[src/hdl/dbwc_pkg.sv]
// Shared types and constants for the delay-based window controller.
// No dependencies; used by dbwc_div and delay_based_window_controller.
`default_nettype none

package dbwc_pkg;

  // Configuration port
  localparam int unsigned CFG_IDX_W  = 3;
  localparam int unsigned CFG_DATA_W = 32;

  localparam logic [CFG_IDX_W-1:0] CFG_CONTROL_ENABLE  = 3'd0;
  localparam logic [CFG_IDX_W-1:0] CFG_INITIAL_WINDOW  = 3'd1;
  localparam logic [CFG_IDX_W-1:0] CFG_MAX_WINDOW      = 3'd2;
  localparam logic [CFG_IDX_W-1:0] CFG_DELAY_TARGET    = 3'd3;
  localparam logic [CFG_IDX_W-1:0] CFG_INCREASE_STEP   = 3'd4;
  localparam logic [CFG_IDX_W-1:0] CFG_DECREASE_GAIN   = 3'd5;
  localparam logic [CFG_IDX_W-1:0] CFG_MAX_DECREASE    = 3'd6;
  localparam logic [CFG_IDX_W-1:0] CFG_TIMEOUT_LIMIT   = 3'd7;

  // Register reset values
  localparam logic [15:0] RST_INITIAL_WINDOW = 16'd10;
  localparam logic [15:0] RST_MAX_WINDOW     = 16'd256;
  localparam logic [31:0] RST_DELAY_TARGET   = 32'd25000;
  localparam logic [16:0] RST_INCREASE_STEP  = 17'd65536;
  localparam logic [16:0] RST_DECREASE_GAIN  = 17'd52429;
  localparam logic [16:0] RST_MAX_DECREASE   = 17'd32768;
  localparam logic [7:0]  RST_TIMEOUT_LIMIT  = 8'd5;

  // Event codes
  localparam logic [1:0] OP_ACK     = 2'd0;
  localparam logic [1:0] OP_TIMEOUT = 2'd1;
  localparam logic [1:0] OP_INIT    = 2'd2;

  // Q16 unity and the divider operand width
  localparam logic [16:0] Q16_ONE = 17'h10000;
  localparam int unsigned DIV_W   = 32;

  typedef struct packed {
    logic busy;
    logic done;
  } div_stat_t;

endpackage

`default_nettype wire

[src/hdl/dbwc_div.sv]
// Restoring divider, one quotient bit per cycle, shared by increase and decrease paths.
// Depends on dbwc_pkg (DIV_W, div_stat_t).
`default_nettype none

module dbwc_div #(
  parameter int unsigned NUM_W = 17,
  parameter int unsigned CNT_W = $clog2(NUM_W + 1)
) (
  input  wire logic                        clk_i,
  input  wire logic                        rst_ni,
  input  wire logic                        start_i,
  input  wire logic [CNT_W-1:0]            iters_i,
  input  wire logic [dbwc_pkg::DIV_W-1:0]  rem_init_i,
  input  wire logic [dbwc_pkg::DIV_W-1:0]  divisor_i,
  input  wire logic [NUM_W-1:0]            num_i,
  output dbwc_pkg::div_stat_t              stat_o,
  output logic      [NUM_W-1:0]            quotient_o
);

  logic [dbwc_pkg::DIV_W-1:0] rem_q;
  logic [dbwc_pkg::DIV_W-1:0] dvs_q;
  logic [NUM_W-1:0]           num_q;
  logic [NUM_W-1:0]           quo_q;
  logic [CNT_W-1:0]           cnt_q;
  logic                       busy_q;
  logic                       done_q;

  logic [dbwc_pkg::DIV_W:0]   shifted;
  logic [dbwc_pkg::DIV_W:0]   trial;
  logic                       fits;

  // remainder stays below the divisor, so the shifted value fits one extra bit
  assign shifted = {rem_q, num_q[NUM_W-1]};
  assign trial   = shifted - {1'b0, dvs_q};
  assign fits    = ~trial[dbwc_pkg::DIV_W];

  always_ff @(posedge clk_i or negedge rst_ni) begin
    if (!rst_ni) begin
      rem_q  <= '0;
      dvs_q  <= '0;
      num_q  <= '0;
      quo_q  <= '0;
      cnt_q  <= '0;
      busy_q <= 1'b0;
      done_q <= 1'b0;
    end else begin
      done_q <= 1'b0;
      if (start_i) begin
        rem_q  <= rem_init_i;
        dvs_q  <= divisor_i;
        num_q  <= num_i;
        quo_q  <= '0;
        cnt_q  <= iters_i;
        busy_q <= 1'b1;
      end else if (busy_q) begin
        rem_q <= fits ? trial[dbwc_pkg::DIV_W-1:0] : shifted[dbwc_pkg::DIV_W-1:0];
        num_q <= {num_q[NUM_W-2:0], 1'b0};
        quo_q <= {quo_q[NUM_W-2:0], fits};
        cnt_q <= cnt_q - CNT_W'(1);
        if (cnt_q == CNT_W'(1)) begin
          busy_q <= 1'b0;
          done_q <= 1'b1;
        end
      end
    end
  end

  assign stat_o.busy = busy_q;
  assign stat_o.done = done_q;
  assign quotient_o  = quo_q;

endmodule

`default_nettype wire

[src/hdl/dbwc_mul.sv]
// Shared multiplier with a registered product.
// No package dependencies.
`default_nettype none

module dbwc_mul #(
  parameter int unsigned A_W = 32,
  parameter int unsigned B_W = 17
) (
  input  wire logic               clk_i,
  input  wire logic [A_W-1:0]     a_i,
  input  wire logic [B_W-1:0]     b_i,
  output logic      [A_W+B_W-1:0] p_o
);

  logic [A_W+B_W-1:0] p_q;

  always_ff @(posedge clk_i) begin
    p_q <= (A_W+B_W)'(a_i) * (A_W+B_W)'(b_i);
  end

  assign p_o = p_q;

endmodule

`default_nettype wire

[src/hdl/delay_based_window_controller.sv]
// Top level: configuration registers, window state and the sequencer that drives
// the shared divider (dbwc_div) and multiplier (dbwc_mul). Uses dbwc_pkg.
//
//   channel | direction | handshake                 | word
//   --------+-----------+---------------------------+------------------------------------
//   in      | sink      | in_valid_i / in_stall_o   | opcode, delay_ns, now_ns
//   out     | source    | out_valid_o / out_stall_i | window_packets, fraction, flags
//   cfg     | sink      | cfg_valid_i / cfg_ready_o | cfg_index_i, cfg_data_i
//
// Work per word: init, timeout and gated-off events go straight to the result; a timeout
// decrease passes once through the multiplier; an increase runs NUM_W divider steps at
// one quotient bit per cycle; a delay decrease runs 16 divider steps (none at zero target)
// and then two passes through the multiplier. One word is in work at a time;
// in_stall_o is high until the result is placed in the output register, which a
// stalled sink may still hold while the next word is taken. Reset is asynchronous,
// active low, and brings registers to their documented defaults; cfg_ready_o is
// always high.
`default_nettype none

module delay_based_window_controller #(
  parameter int unsigned FRACTION_BITS = 16,
  parameter int unsigned TIME_BITS     = 48
) (
  input  wire logic                            clk_i,
  input  wire logic                            rst_ni,
  // item in
  input  wire logic                            in_valid_i,
  output logic                                 in_stall_o,
  input  wire logic [1:0]                      opcode_i,
  input  wire logic [31:0]                     delay_ns_i,
  input  wire logic [47:0]                     now_ns_i,
  // result out
  output logic                                 out_valid_o,
  input  wire logic                            out_stall_i,
  output logic      [15:0]                     window_packets_o,
  output logic      [15:0]                     window_fraction_q16_o,
  output logic                                 decreased_o,
  output logic                                 window_was_reset_o,
  // configuration
  input  wire logic                            cfg_valid_i,
  output logic                                 cfg_ready_o,
  input  wire logic [dbwc_pkg::CFG_IDX_W-1:0]  cfg_index_i,
  input  wire logic [dbwc_pkg::CFG_DATA_W-1:0] cfg_data_i
);

  localparam int unsigned WW    = 16 + FRACTION_BITS;
  localparam int unsigned SH_UP = (FRACTION_BITS > 16) ? FRACTION_BITS - 16 : 0;
  localparam int unsigned SH_DN = (FRACTION_BITS < 16) ? 16 - FRACTION_BITS : 0;
  localparam int unsigned NUM_W = 17 + SH_UP;
  localparam int unsigned CNT_W = $clog2(NUM_W + 1);
  localparam int unsigned P_W   = WW + 17;
  localparam logic [WW-1:0] ONE_FP = WW'(1) << FRACTION_BITS;

  typedef enum logic [3:0] {
    ST_IDLE,
    ST_DECIDE,
    ST_INC_DIV,
    ST_DEC_DIV,
    ST_MUL_R,
    ST_FACTOR,
    ST_MUL_W,
    ST_SCALE,
    ST_EMIT
  } state_e;

  state_e state_q;

  // configuration
  logic        en_q;
  logic [15:0] init_win_q;
  logic [15:0] max_win_q;
  logic [31:0] target_q;
  logic [16:0] inc_q;
  logic [16:0] gain_q;
  logic [16:0] maxdec_q;
  logic [7:0]  limit_q;

  // controller state
  logic [WW-1:0]        win_q;
  logic [TIME_BITS-1:0] last_dec_q;
  logic [31:0]          rtt_q;
  logic [7:0]           tocnt_q;

  // current word and scratch
  logic [1:0]           op_q;
  logic [31:0]          delay_q;
  logic [TIME_BITS-1:0] now_q;
  logic [16:0]          r_q;
  logic [16:0]          factor_q;
  logic                 dec_q;
  logic                 wrst_q;

  // result register
  logic        out_valid_q;
  logic [15:0] out_pk_q;
  logic [15:0] out_frac_q;
  logic        out_dec_q;
  logic        out_wrst_q;

  // datapath
  logic [15:0]          win_pk;
  logic [15:0]          n_pk;
  logic [15:0]          load_pk;
  logic [15:0]          cap_pk;
  logic [WW-1:0]        load_fp;
  logic [WW-1:0]        cap_fp;
  logic [NUM_W-1:0]     inc_num;
  logic                 ack_en;
  logic                 to_en;
  logic                 below;
  logic [TIME_BITS-1:0] since_dec;
  logic                 gate;
  logic [7:0]           tocnt_next;
  logic                 to_reset;
  logic [31:0]          excess;
  logic signed [17:0]   f1;
  logic signed [17:0]   f2;
  logic signed [17:0]   fmax;
  logic [16:0]          f1_sel;
  logic [16:0]          f2_sel;
  logic [WW:0]          win_sum;
  logic [WW-1:0]        win_inc;
  logic [WW-1:0]        scaled;
  logic [WW-1:0]        win_scaled;
  logic [WW-1:0]        frac_wide;

  // shared units
  logic                       div_start;
  logic [CNT_W-1:0]           div_iters;
  logic [dbwc_pkg::DIV_W-1:0] div_rem;
  logic [dbwc_pkg::DIV_W-1:0] div_dvs;
  logic [NUM_W-1:0]           div_num;
  dbwc_pkg::div_stat_t        div_stat;
  logic [NUM_W-1:0]           div_quo;
  logic [WW-1:0]              mul_a;
  logic [16:0]                mul_b;
  logic [P_W-1:0]             mul_p;

  assign win_pk  = win_q[WW-1:FRACTION_BITS];
  assign n_pk    = (win_pk == 16'd0) ? 16'd1 : win_pk;
  assign load_pk = en_q ? init_win_q : max_win_q;
  assign cap_pk  = (max_win_q == 16'd0) ? 16'd1 : max_win_q;
  assign load_fp = WW'((load_pk == 16'd0) ? 16'd1 : load_pk) << FRACTION_BITS;
  assign cap_fp  = WW'(cap_pk) << FRACTION_BITS;
  // step numerator aligned to the window's fraction bits
  assign inc_num = (NUM_W'(inc_q) << SH_UP) >> SH_DN;

  assign ack_en     = (op_q == dbwc_pkg::OP_ACK) && en_q;
  assign to_en      = (op_q == dbwc_pkg::OP_TIMEOUT) && en_q;
  assign below      = delay_q < target_q;
  assign since_dec  = now_q - last_dec_q;
  assign gate       = since_dec >= TIME_BITS'(rtt_q);
  assign tocnt_next = (tocnt_q == 8'hFF) ? tocnt_q : tocnt_q + 8'd1;
  assign to_reset   = tocnt_next >= limit_q;
  assign excess     = delay_q - target_q;

  // factors are signed Q16; negative clamps to zero
  assign f2     = $signed({1'b0, dbwc_pkg::Q16_ONE}) - $signed({1'b0, maxdec_q});
  assign f2_sel = f2[17] ? 17'd0 : f2[16:0];
  assign f1     = $signed({1'b0, dbwc_pkg::Q16_ONE}) - $signed({1'b0, mul_p[32:16]});
  assign fmax   = (f1 > f2) ? f1 : f2;
  assign f1_sel = fmax[17] ? 17'd0 : fmax[16:0];

  assign win_sum    = {1'b0, win_q} + (WW+1)'(div_quo);
  assign win_inc    = (win_sum > {1'b0, cap_fp}) ? cap_fp : win_sum[WW-1:0];
  // factor never exceeds one, so the scaled window fits
  assign scaled     = mul_p[WW+15:16];
  assign win_scaled = (scaled < ONE_FP) ? ONE_FP : scaled;

  assign frac_wide = {win_q[FRACTION_BITS-1:0], 16'b0};

  // divider setup: increase divides by the packet count, decrease by the delay
  assign div_start = (state_q == ST_DECIDE) && ack_en &&
                     (below || (gate && (target_q != 32'd0)));
  assign div_iters = below ? CNT_W'(NUM_W) : CNT_W'(16);
  assign div_rem   = below ? '0 : excess;
  assign div_dvs   = below ? {16'd0, n_pk} : delay_q;
  assign div_num   = below ? inc_num : '0;

  assign mul_a = (state_q == ST_MUL_R) ? WW'(r_q) : win_q;
  assign mul_b = (state_q == ST_MUL_R) ? gain_q : factor_q;

  dbwc_div #(
    .NUM_W (NUM_W),
    .CNT_W (CNT_W)
  ) u_div (
    .clk_i      (clk_i),
    .rst_ni     (rst_ni),
    .start_i    (div_start),
    .iters_i    (div_iters),
    .rem_init_i (div_rem),
    .divisor_i  (div_dvs),
    .num_i      (div_num),
    .stat_o     (div_stat),
    .quotient_o (div_quo)
  );

  dbwc_mul #(
    .A_W (WW),
    .B_W (17)
  ) u_mul (
    .clk_i (clk_i),
    .a_i   (mul_a),
    .b_i   (mul_b),
    .p_o   (mul_p)
  );

  always_ff @(posedge clk_i or negedge rst_ni) begin
    if (!rst_ni) begin
      state_q     <= ST_IDLE;
      en_q        <= 1'b1;
      init_win_q  <= dbwc_pkg::RST_INITIAL_WINDOW;
      max_win_q   <= dbwc_pkg::RST_MAX_WINDOW;
      target_q    <= dbwc_pkg::RST_DELAY_TARGET;
      inc_q       <= dbwc_pkg::RST_INCREASE_STEP;
      gain_q      <= dbwc_pkg::RST_DECREASE_GAIN;
      maxdec_q    <= dbwc_pkg::RST_MAX_DECREASE;
      limit_q     <= dbwc_pkg::RST_TIMEOUT_LIMIT;
      win_q       <= WW'(dbwc_pkg::RST_INITIAL_WINDOW) << FRACTION_BITS;
      last_dec_q  <= '0;
      rtt_q       <= '0;
      tocnt_q     <= '0;
      op_q        <= '0;
      delay_q     <= '0;
      now_q       <= '0;
      r_q         <= '0;
      factor_q    <= '0;
      dec_q       <= 1'b0;
      wrst_q      <= 1'b0;
      out_valid_q <= 1'b0;
      out_pk_q    <= '0;
      out_frac_q  <= '0;
      out_dec_q   <= 1'b0;
      out_wrst_q  <= 1'b0;
    end else begin
      if (cfg_valid_i) begin
        case (cfg_index_i)
          dbwc_pkg::CFG_CONTROL_ENABLE: en_q       <= cfg_data_i[0];
          dbwc_pkg::CFG_INITIAL_WINDOW: init_win_q <= cfg_data_i[15:0];
          dbwc_pkg::CFG_MAX_WINDOW:     max_win_q  <= cfg_data_i[15:0];
          dbwc_pkg::CFG_DELAY_TARGET:   target_q   <= cfg_data_i[31:0];
          dbwc_pkg::CFG_INCREASE_STEP:  inc_q      <= cfg_data_i[16:0];
          dbwc_pkg::CFG_DECREASE_GAIN:  gain_q     <= cfg_data_i[16:0];
          dbwc_pkg::CFG_MAX_DECREASE:   maxdec_q   <= cfg_data_i[16:0];
          dbwc_pkg::CFG_TIMEOUT_LIMIT:  limit_q    <= cfg_data_i[7:0];
          default: ;
        endcase
      end

      // the emit state reloads the result register itself
      if (out_valid_q && !out_stall_i && (state_q != ST_EMIT)) begin
        out_valid_q <= 1'b0;
      end

      case (state_q)
        ST_IDLE: begin
          if (in_valid_i) begin
            op_q    <= opcode_i;
            delay_q <= delay_ns_i;
            now_q   <= TIME_BITS'(now_ns_i);
            dec_q   <= 1'b0;
            wrst_q  <= 1'b0;
            state_q <= ST_DECIDE;
          end
        end
        ST_DECIDE: begin
          if (op_q == dbwc_pkg::OP_INIT) begin
            win_q      <= load_fp;
            last_dec_q <= '0;
            rtt_q      <= '0;
            tocnt_q    <= '0;
            state_q    <= ST_EMIT;
          end else if (ack_en) begin
            tocnt_q <= '0;
            rtt_q   <= delay_q;
            if (below) begin
              state_q <= ST_INC_DIV;
            end else if (gate) begin
              last_dec_q <= now_q;
              dec_q      <= 1'b1;
              if (target_q == 32'd0) begin
                // excess equals the whole delay: ratio is one, or zero for no delay
                r_q     <= (delay_q != 32'd0) ? dbwc_pkg::Q16_ONE : 17'd0;
                state_q <= ST_MUL_R;
              end else begin
                state_q <= ST_DEC_DIV;
              end
            end else begin
              state_q <= ST_EMIT;
            end
          end else if (to_en) begin
            tocnt_q <= tocnt_next;
            if (to_reset) begin
              win_q   <= ONE_FP;
              wrst_q  <= 1'b1;
              state_q <= ST_EMIT;
            end else if (gate) begin
              factor_q <= f2_sel;
              dec_q    <= 1'b1;
              state_q  <= ST_MUL_W;
            end else begin
              state_q <= ST_EMIT;
            end
          end else begin
            state_q <= ST_EMIT;
          end
        end
        ST_INC_DIV: begin
          if (div_stat.done) begin
            win_q   <= win_inc;
            state_q <= ST_EMIT;
          end
        end
        ST_DEC_DIV: begin
          if (div_stat.done) begin
            r_q     <= div_quo[16:0];
            state_q <= ST_MUL_R;
          end
        end
        ST_MUL_R: begin
          state_q <= ST_FACTOR;
        end
        ST_FACTOR: begin
          factor_q <= f1_sel;
          state_q  <= ST_MUL_W;
        end
        ST_MUL_W: begin
          state_q <= ST_SCALE;
        end
        ST_SCALE: begin
          win_q   <= win_scaled;
          state_q <= ST_EMIT;
        end
        ST_EMIT: begin
          if (!out_valid_q || !out_stall_i) begin
            out_valid_q <= 1'b1;
            out_pk_q    <= win_pk;
            out_frac_q  <= frac_wide[FRACTION_BITS+15:FRACTION_BITS];
            out_dec_q   <= dec_q;
            out_wrst_q  <= wrst_q;
            state_q     <= ST_IDLE;
          end
        end
        default: begin
          state_q <= ST_IDLE;
        end
      endcase
    end
  end

  assign in_stall_o            = (state_q != ST_IDLE);
  assign cfg_ready_o           = 1'b1;
  assign out_valid_o           = out_valid_q;
  assign window_packets_o      = out_pk_q;
  assign window_fraction_q16_o = out_frac_q;
  assign decreased_o           = out_dec_q;
  assign window_was_reset_o    = out_wrst_q;

  // divider only runs while the sequencer waits on it
  assert property (@(posedge clk_i) disable iff (!rst_ni)
    div_stat.busy |-> (state_q == ST_INC_DIV || state_q == ST_DEC_DIV))
    else $error("divider busy outside a divide state");

  // window never drops below one packet
  assert property (@(posedge clk_i) disable iff (!rst_ni)
    win_pk != 16'd0)
    else $error("window integer part is zero");

  // an accepted word always occupies the sequencer in the next cycle
  assert property (@(posedge clk_i) disable iff (!rst_ni)
    (in_valid_i && !in_stall_o) |=> (state_q == ST_DECIDE))
    else $error("accepted word did not start processing");

  // a limit reset and a multiplicative decrease are exclusive
  assert property (@(posedge clk_i) disable iff (!rst_ni)
    out_valid_o |-> !(decreased_o && window_was_reset_o))
    else $error("both decrease and reset flagged");

endmodule

`default_nettype wire

[config.mk]
export PLATFORM = sky130hd
export DESIGN_NAME = delay_based_window_controller
export DESIGN_NICKNAME = d
export VERILOG_FILES = /design/src/hdl/dbwc_pkg.sv /design/src/hdl/dbwc_div.sv /design/src/hdl/dbwc_mul.sv /design/src/hdl/delay_based_window_controller.sv
export SDC_FILE = /design/constraint.sdc
export NUM_CORES = 2
export LEC_CHECK = 0
export ABC_AREA = 1
export BUFFER_PORTS_ARGS = -buffer_cell sky130_fd_sc_hd__buf_4
export CORE_UTILIZATION = 47
export CTS_BUF_LIST = sky130_fd_sc_hd__clkbuf_8
export DETAILED_ROUTE_END_ITERATION = 10
export GPL_TIMING_DRIVEN = 0
export PLACE_DENSITY = 0.62
export REMOVE_ABC_BUFFERS = 1
export SYNTH_ARGS = -nofsm -noshare
export SYNTH_HDL_FRONTEND = slang
export SYNTH_HIERARCHICAL = 1
export SYNTH_SLANG_ARGS = --single-unit
[constraint.sdc]
create_clock -name clk_i -period 6 [get_ports clk_i]
set_clock_uncertainty 0.15 [all_clocks]
set_input_delay 0.3 -clock clk_i [delete_from_list [all_inputs] [get_ports clk_i]]
set_output_delay 0.3 -clock clk_i [all_outputs]
set_load 0.01 [all_outputs]
Word level (Yosys, flattened, before mapping)

Cells that the tools add are included.

Add/sub/neg operators: 8
Bitwise operators: 1
Muxes and demuxes: 89
Multiply operators: 1
Order comparisons: 6
Eq/ne operators: 40
Reductions and logical operators: 48

Operators with widths:

| cell                                                          | count |
|---|---|
| 2-to-1 mux 32 bit                                             | 15 |
| 2-to-1 mux 17 bit                                             | 20 |
| 2-to-1 mux 48 bit                                             | 4 |
| case mux 32 bit (3 select lines)                              | 1 |
| case mux 17 bit (2 select lines)                              | 2 |
| 2-to-1 mux 16 bit                                             | 4 |
| nonzero test 32 bit                                           | 2 |
| greater-or-equal comparator 48 x 32 -> 1 bit                  | 1 |
| zero test 16 bit                                              | 3 |
| multiplier 32 x 17 -> 48 bit                                  | 1 |
| subtractor 48 bit                                             | 1 |
| 2-to-1 mux 4 bit                                              | 11 |
| case mux 4 bit (9 select lines)                               | 1 |
| subtractor 17 x 17 -> 18 bit (first input constant)           | 2 |
| adder 32 x 17 -> 33 bit                                       | 1 |
| greater-than comparator 33 x 32 -> 1 bit                      | 1 |
| subtractor 33 x 32 -> 33 bit                                  | 1 |
| zero test 32 bit                                              | 1 |
| less-than comparator 32 x 17 -> 1 bit (second input constant) | 1 |
| less-than comparator 32 bit                                   | 1 |
| 2-to-1 mux 8 bit                                              | 4 |
| subtractor 32 bit                                             | 1 |
| AND reduction 2 bit                                           | 12 |
| 2-to-1 mux 1 bit                                              | 21 |
| 38 further kinds                                              | 81 |

Register bits: 554
Output and inout bits: 37
Word-level logic and storage cells: 226
Input bits: 122

Logic depth before layout (Yosys ltp)

Word-level depth: 8
Mapped depth: 36
Mapped depth without buffers: 33

Hierarchy

Netlist, hierarchy kept.

By module, submodules not included:

| module                        | cells each | area each (µm²) | seq. area each (µm²) | times used |
|---|---|---|---|---|
| delay_based_window_controller | 3,863      | 27,380.0        | 10,065.9             | 1 |
| dbwc_mul                      | 2,740      | 19,897.8        | 980.9                | 1 |
| dbwc_div                      | 1,040      | 7,120.6         | 2,627.5              | 1 |

Worst setup path after synthesis

Ideal clock, no wire load.

Path type: register -> register
Start: register state_q[1]
End: register u_mul.p_q[39], in the netlist u_mul/p_o[39]
Path slack: -0.527 ns
Required time: 5.738 ns
Arrival time: 6.265 ns
Path buffers: 3
Setup time: 0.112 ns
Clock period less this slack: 6.527 ns
Stages on the path, launching flop included: 31
Cell sequence: dfrtp_1 -> nor2_1 -> inv_1 -> nor2_1 -> clkbuf_1 -> nand2_1 -> nand2_1 -> clkbuf_1 -> clkbuf_1 -> nand2_1 -> fa_1 -> inv_1 -> fa_1 -> inv_1 -> fa_1 -> inv_1 -> fa_1 -> fa_1 -> inv_1 -> fa_1 -> inv_1 -> ha_1 -> nand2_1 -> nor2_2 -> nand2_2 -> nor2_1 -> nand2_1 -> nand3_2 -> nand2_2 -> nand3_1 -> nand2_1

Word-level cells in the longest chain between the ends: 3
Elaborated cells on any way between the ends: 4
Classes of those cells: 1 x mul; 1 x eq/ne; 2 x mux

RTL lines:

| element                      | line                                 | source |
|---|---|---|
| start, declared              | delay_based_window_controller.sv:66  | `state_e state_q;` |
| start signal, assigned       | delay_based_window_controller.sv:210 | `state_q <= ST_IDLE;` |
| start signal, assigned       | delay_based_window_controller.sv:263 | `state_q <= ST_DECIDE;` |
| start signal, assigned       | delay_based_window_controller.sv:272 | `state_q <= ST_EMIT;` |
| == test 4 x 3 -> 1 bit       | delay_based_window_controller.sv:180 | `assign mul_a = (state_q == ST_MUL_R) ? WW'(r_q) : win_q;` |
| 2-to-1 mux 32 bit            | delay_based_window_controller.sv:180 |  |
| net mul_a[5]                 | delay_based_window_controller.sv:135 | `logic [WW-1:0] mul_a;` |
| multiplier 32 x 17 -> 48 bit | dbwc_mul.sv:18                       | `p_q <= (A_W+B_W)'(a_i) * (A_W+B_W)'(b_i);` |
| end signal, assigned         | dbwc_mul.sv:18                       |  |
| end, declared                | dbwc_mul.sv:15                       | `logic [A_W+B_W-1:0] p_q;` |

The timed path passes the listed nets, and every way through them passes these cells.
A chain may end at the register's enable or synchronous reset.

Final worst setup path

Start: register state_q[1]
End: register u_mul.p_q[26], in the netlist u_mul/p_o[26]

Word-level cells in the longest chain between the ends: 3
Elaborated cells on any way between the ends: 4
Classes of those cells: 1 x mul; 1 x eq/ne; 2 x mux

RTL lines:

| element                      | line                                 | source |
|---|---|---|
| == test 4 x 3 -> 1 bit       | delay_based_window_controller.sv:181 | `assign mul_b = (state_q == ST_MUL_R) ? gain_q : factor_q;` |
| 2-to-1 mux 17 bit            | delay_based_window_controller.sv:181 |  |
| net mul_b[11]                | delay_based_window_controller.sv:136 | `logic [16:0] mul_b;` |
| multiplier 32 x 17 -> 48 bit | dbwc_mul.sv:18                       |  |

The timed path passes the listed nets, and every way through them passes these cells.

==> results.toml <==
[die]
die_w_um = 340
core_um2 = 113000
num_rows = 123
initial_utilization_pct = 47.7
die-area_um2 = 116000
die_h_um = 340
io_pins = 159

[drt]
firstDrtPassIters = 6
viasPerCell = 5.30
drcViolationCount = 0
routedWlPerCell_um = 19.6
postRouteAntennaNets = 0
drt_wl_total_um = 186000
drt-initial-drc-count = 4569
num_vias = 50416

[global_routing]
grt_util_all_layers_pct = 31.7
overflow = 0
grt_pass1_wl_um = 284000
grt_pass1_vias = 48977
antenna_found_initial = 9
grt_max_degree = 119

[cells_and_area]
fillers = 10666
syn_to_final_growth_pct = 19.8
design_area_um2 = 64500
fin_nets = 8829
drive_gt1_share_pct = 14.1
fin_cells = 9505

[synthesis]
syn_inst = 7587
syn_avg_cell_area_um2 = 7.10
netlist_area_um2 = 53800
yosysWarnings = 6

[worst_setup_path]
cp_common_cell = "fa_1"
critPathBufInv = 11
start_kind = "register"
required_ns = 6.53
crit_slowest_cell = "fa_1"
max_stage_delay_ns = 0.61
crit_arrival_ns = 7.32
critical_path_class = "register to register"
cp_max_fo = 14
cp-end-kind = "register"
crit_family = "adder cells"

[outcome]
status = "finished with violations"
violations = "setup timing"

[min_path]
hp-class = "input pin to register"

[clock_tree]
clk_path_buf_depth = 3
numClockSinks = 538
clkLatencyLatePin_ns = 0.76
path_clk_slew_ns = 0.07
cts_tree = "done"
htree_num_levels = 3
root_buffer = "clkbuf_8"
cts_made_buffers = 91

[sta]
setup_tns_ns = -22.28
fmax_mhz = 147
maxSlewHeadroom_pct = 19.8
period_share_pct = 113
slew_violations = 0
grt_setup_unrepaired = "true"
worst_slack_ns = -0.788
worst_pin_slew_ns = 1.20
final-setup-viol-count = 32
post-route-min-period_ns = 6.79
finalHoldViolations = 0

[power]
ir_worst_vdd_mv = 0.172
total_leakage_power_nw = 34.8
p_per_area_nw_per_um2 = 148

[place]
globalplace.congestion = 0.937
placed_cell_area_um2 = 56900
hpwl_um = 133000
dp_cells = 9034
io_buffers = 157

[job]
maxCapViolCount = 0
-- layout make-up --
| type | count | area (um^2) | area share, % |
|---|---|---|---|
| Multi-Input combinational cell | 5074 | 35600 | 55.1 |
| Sequential cell | 538 | 13300 | 20.7 |
| Inverter | 1729 | 6540 | 10.1 |
| Timing Repair Buffer | 489 | 5190 | 8.05 |
| Tap cell | 1500 | 1880 | 2.91 |
| Clock buffer | 120 | 1650 | 2.56 |
| Clock inverter | 51 | 330 | 0.512 |
| Timing Repair inverter | 1 | 7.51 | 0.0116 |
| Antenna cell | 3 | 7.51 | 0.0116 |
-- final timing paths --
path,endpoint,cells after the start,slack (ns),start
worst max-delay path,u_mul/p_o[26],30,-0.79,state_q[1]
worst min-delay path,now_q[40],4,0.14,now_ns_i[40]
worst max register to register,u_mul/p_o[26],30,-0.79,state_q[1]
worst min register to register,init_win_q[4],2,0.34,init_win_q[4]
max in group asynchronous,maxdec_q[1],6,3.48,rst_ni
min in group asynchronous,u_div/quotient_o[5],3,0.40,rst_ni
-- worst register-to-register path, delay by kind of cell (launching register included) --
| kind | cells | cell delay (ns) |
|---|---|---|
| xor gates and xnor gates | 1 | 0.16 |
| adders and majority gates | 7 | 3.42 |
| buffers and inverters | 11 | 1.39 |
| DFF | 1 | 0.44 |
| and+or+nand+nor | 11 | 1.14 |
-- per-layer routing --
metal | global-route usage, % | vias up | part of all wire, %
li1 | - | 23707 | -
met1 | 46.7 | 24266 | 45
met2 | 45.3 | 2085 | 41
met3 | 8.55 | 350 | 11
met4 | 9.12 | 8 | 3.2
met5 | 0 | - | 0.023
-- through the flow --
stage / setup slack (ns) / power, mW / hold WS, ns / utilization [%]
after floorplan: -4.28 / 5.23 / -0.146 / -
after global placement: -12.57 / 5.82 / 0.312 / 49.4
after detailed placement: -3.00 / 5.86 / 0.136 / 50.4
after CTS: -0.694 / 9.55 / 0.0899 / 55.8
after global routing: -0.949 / 10.0 / 0.127 / 57.1
final: -0.788 / 9.54 / 0.141 / 57.1
-- cell usage in the layout, fill, tap and decap left out, drive strengths merged, types with 32 or more instances in the layout --
| master | n |
|---|---|
| nand2 | 2308 |
| inv | 1758 |
| dfrtp | 481 |
| fa | 453 |
| nor2 | 444 |
| o21ai | 388 |
| buf | 343 |
| ha | 330 |
| nand3 | 282 |
| a21oi | 267 |
| dlygate4sd3 | 139 |
| clkbuf | 127 |
| o22ai | 96 |
| xor2 | 88 |
| nand4 | 78 |
| nor3 | 67 |
| xnor2 | 41 |
| dfxtp | 32 |
-- repair_timing --
action                                  CTS  global route
gates cloned                             21             8
hold endpoints to repair                349             0
hold buffers                            140             0
pin swaps                               115           126
resized for setup                       358           255
endpoints found under the setup margin  106           170
setup buffers                            83            48
-- registers in the layout, summed over array words and instances (netlist names), 32 cells and up --
signal       count
target_q        32
rtt_q           32
u_mul/p_o       32
last_dec_q      48
delay_q         32
win_q           32
u_div/rem_q     32
u_div/dvs_q     32
now_q           48
-- where the power goes --
part	internal, mW	total, mW	switching (mW)	leakage [nW]
clock network	1.90	3.60	1.70	1.13
logic	0.690	1.97	1.28	27.0
registers	3.84	3.97	0.128	6.70
Power figures use the tool's default switching activity.
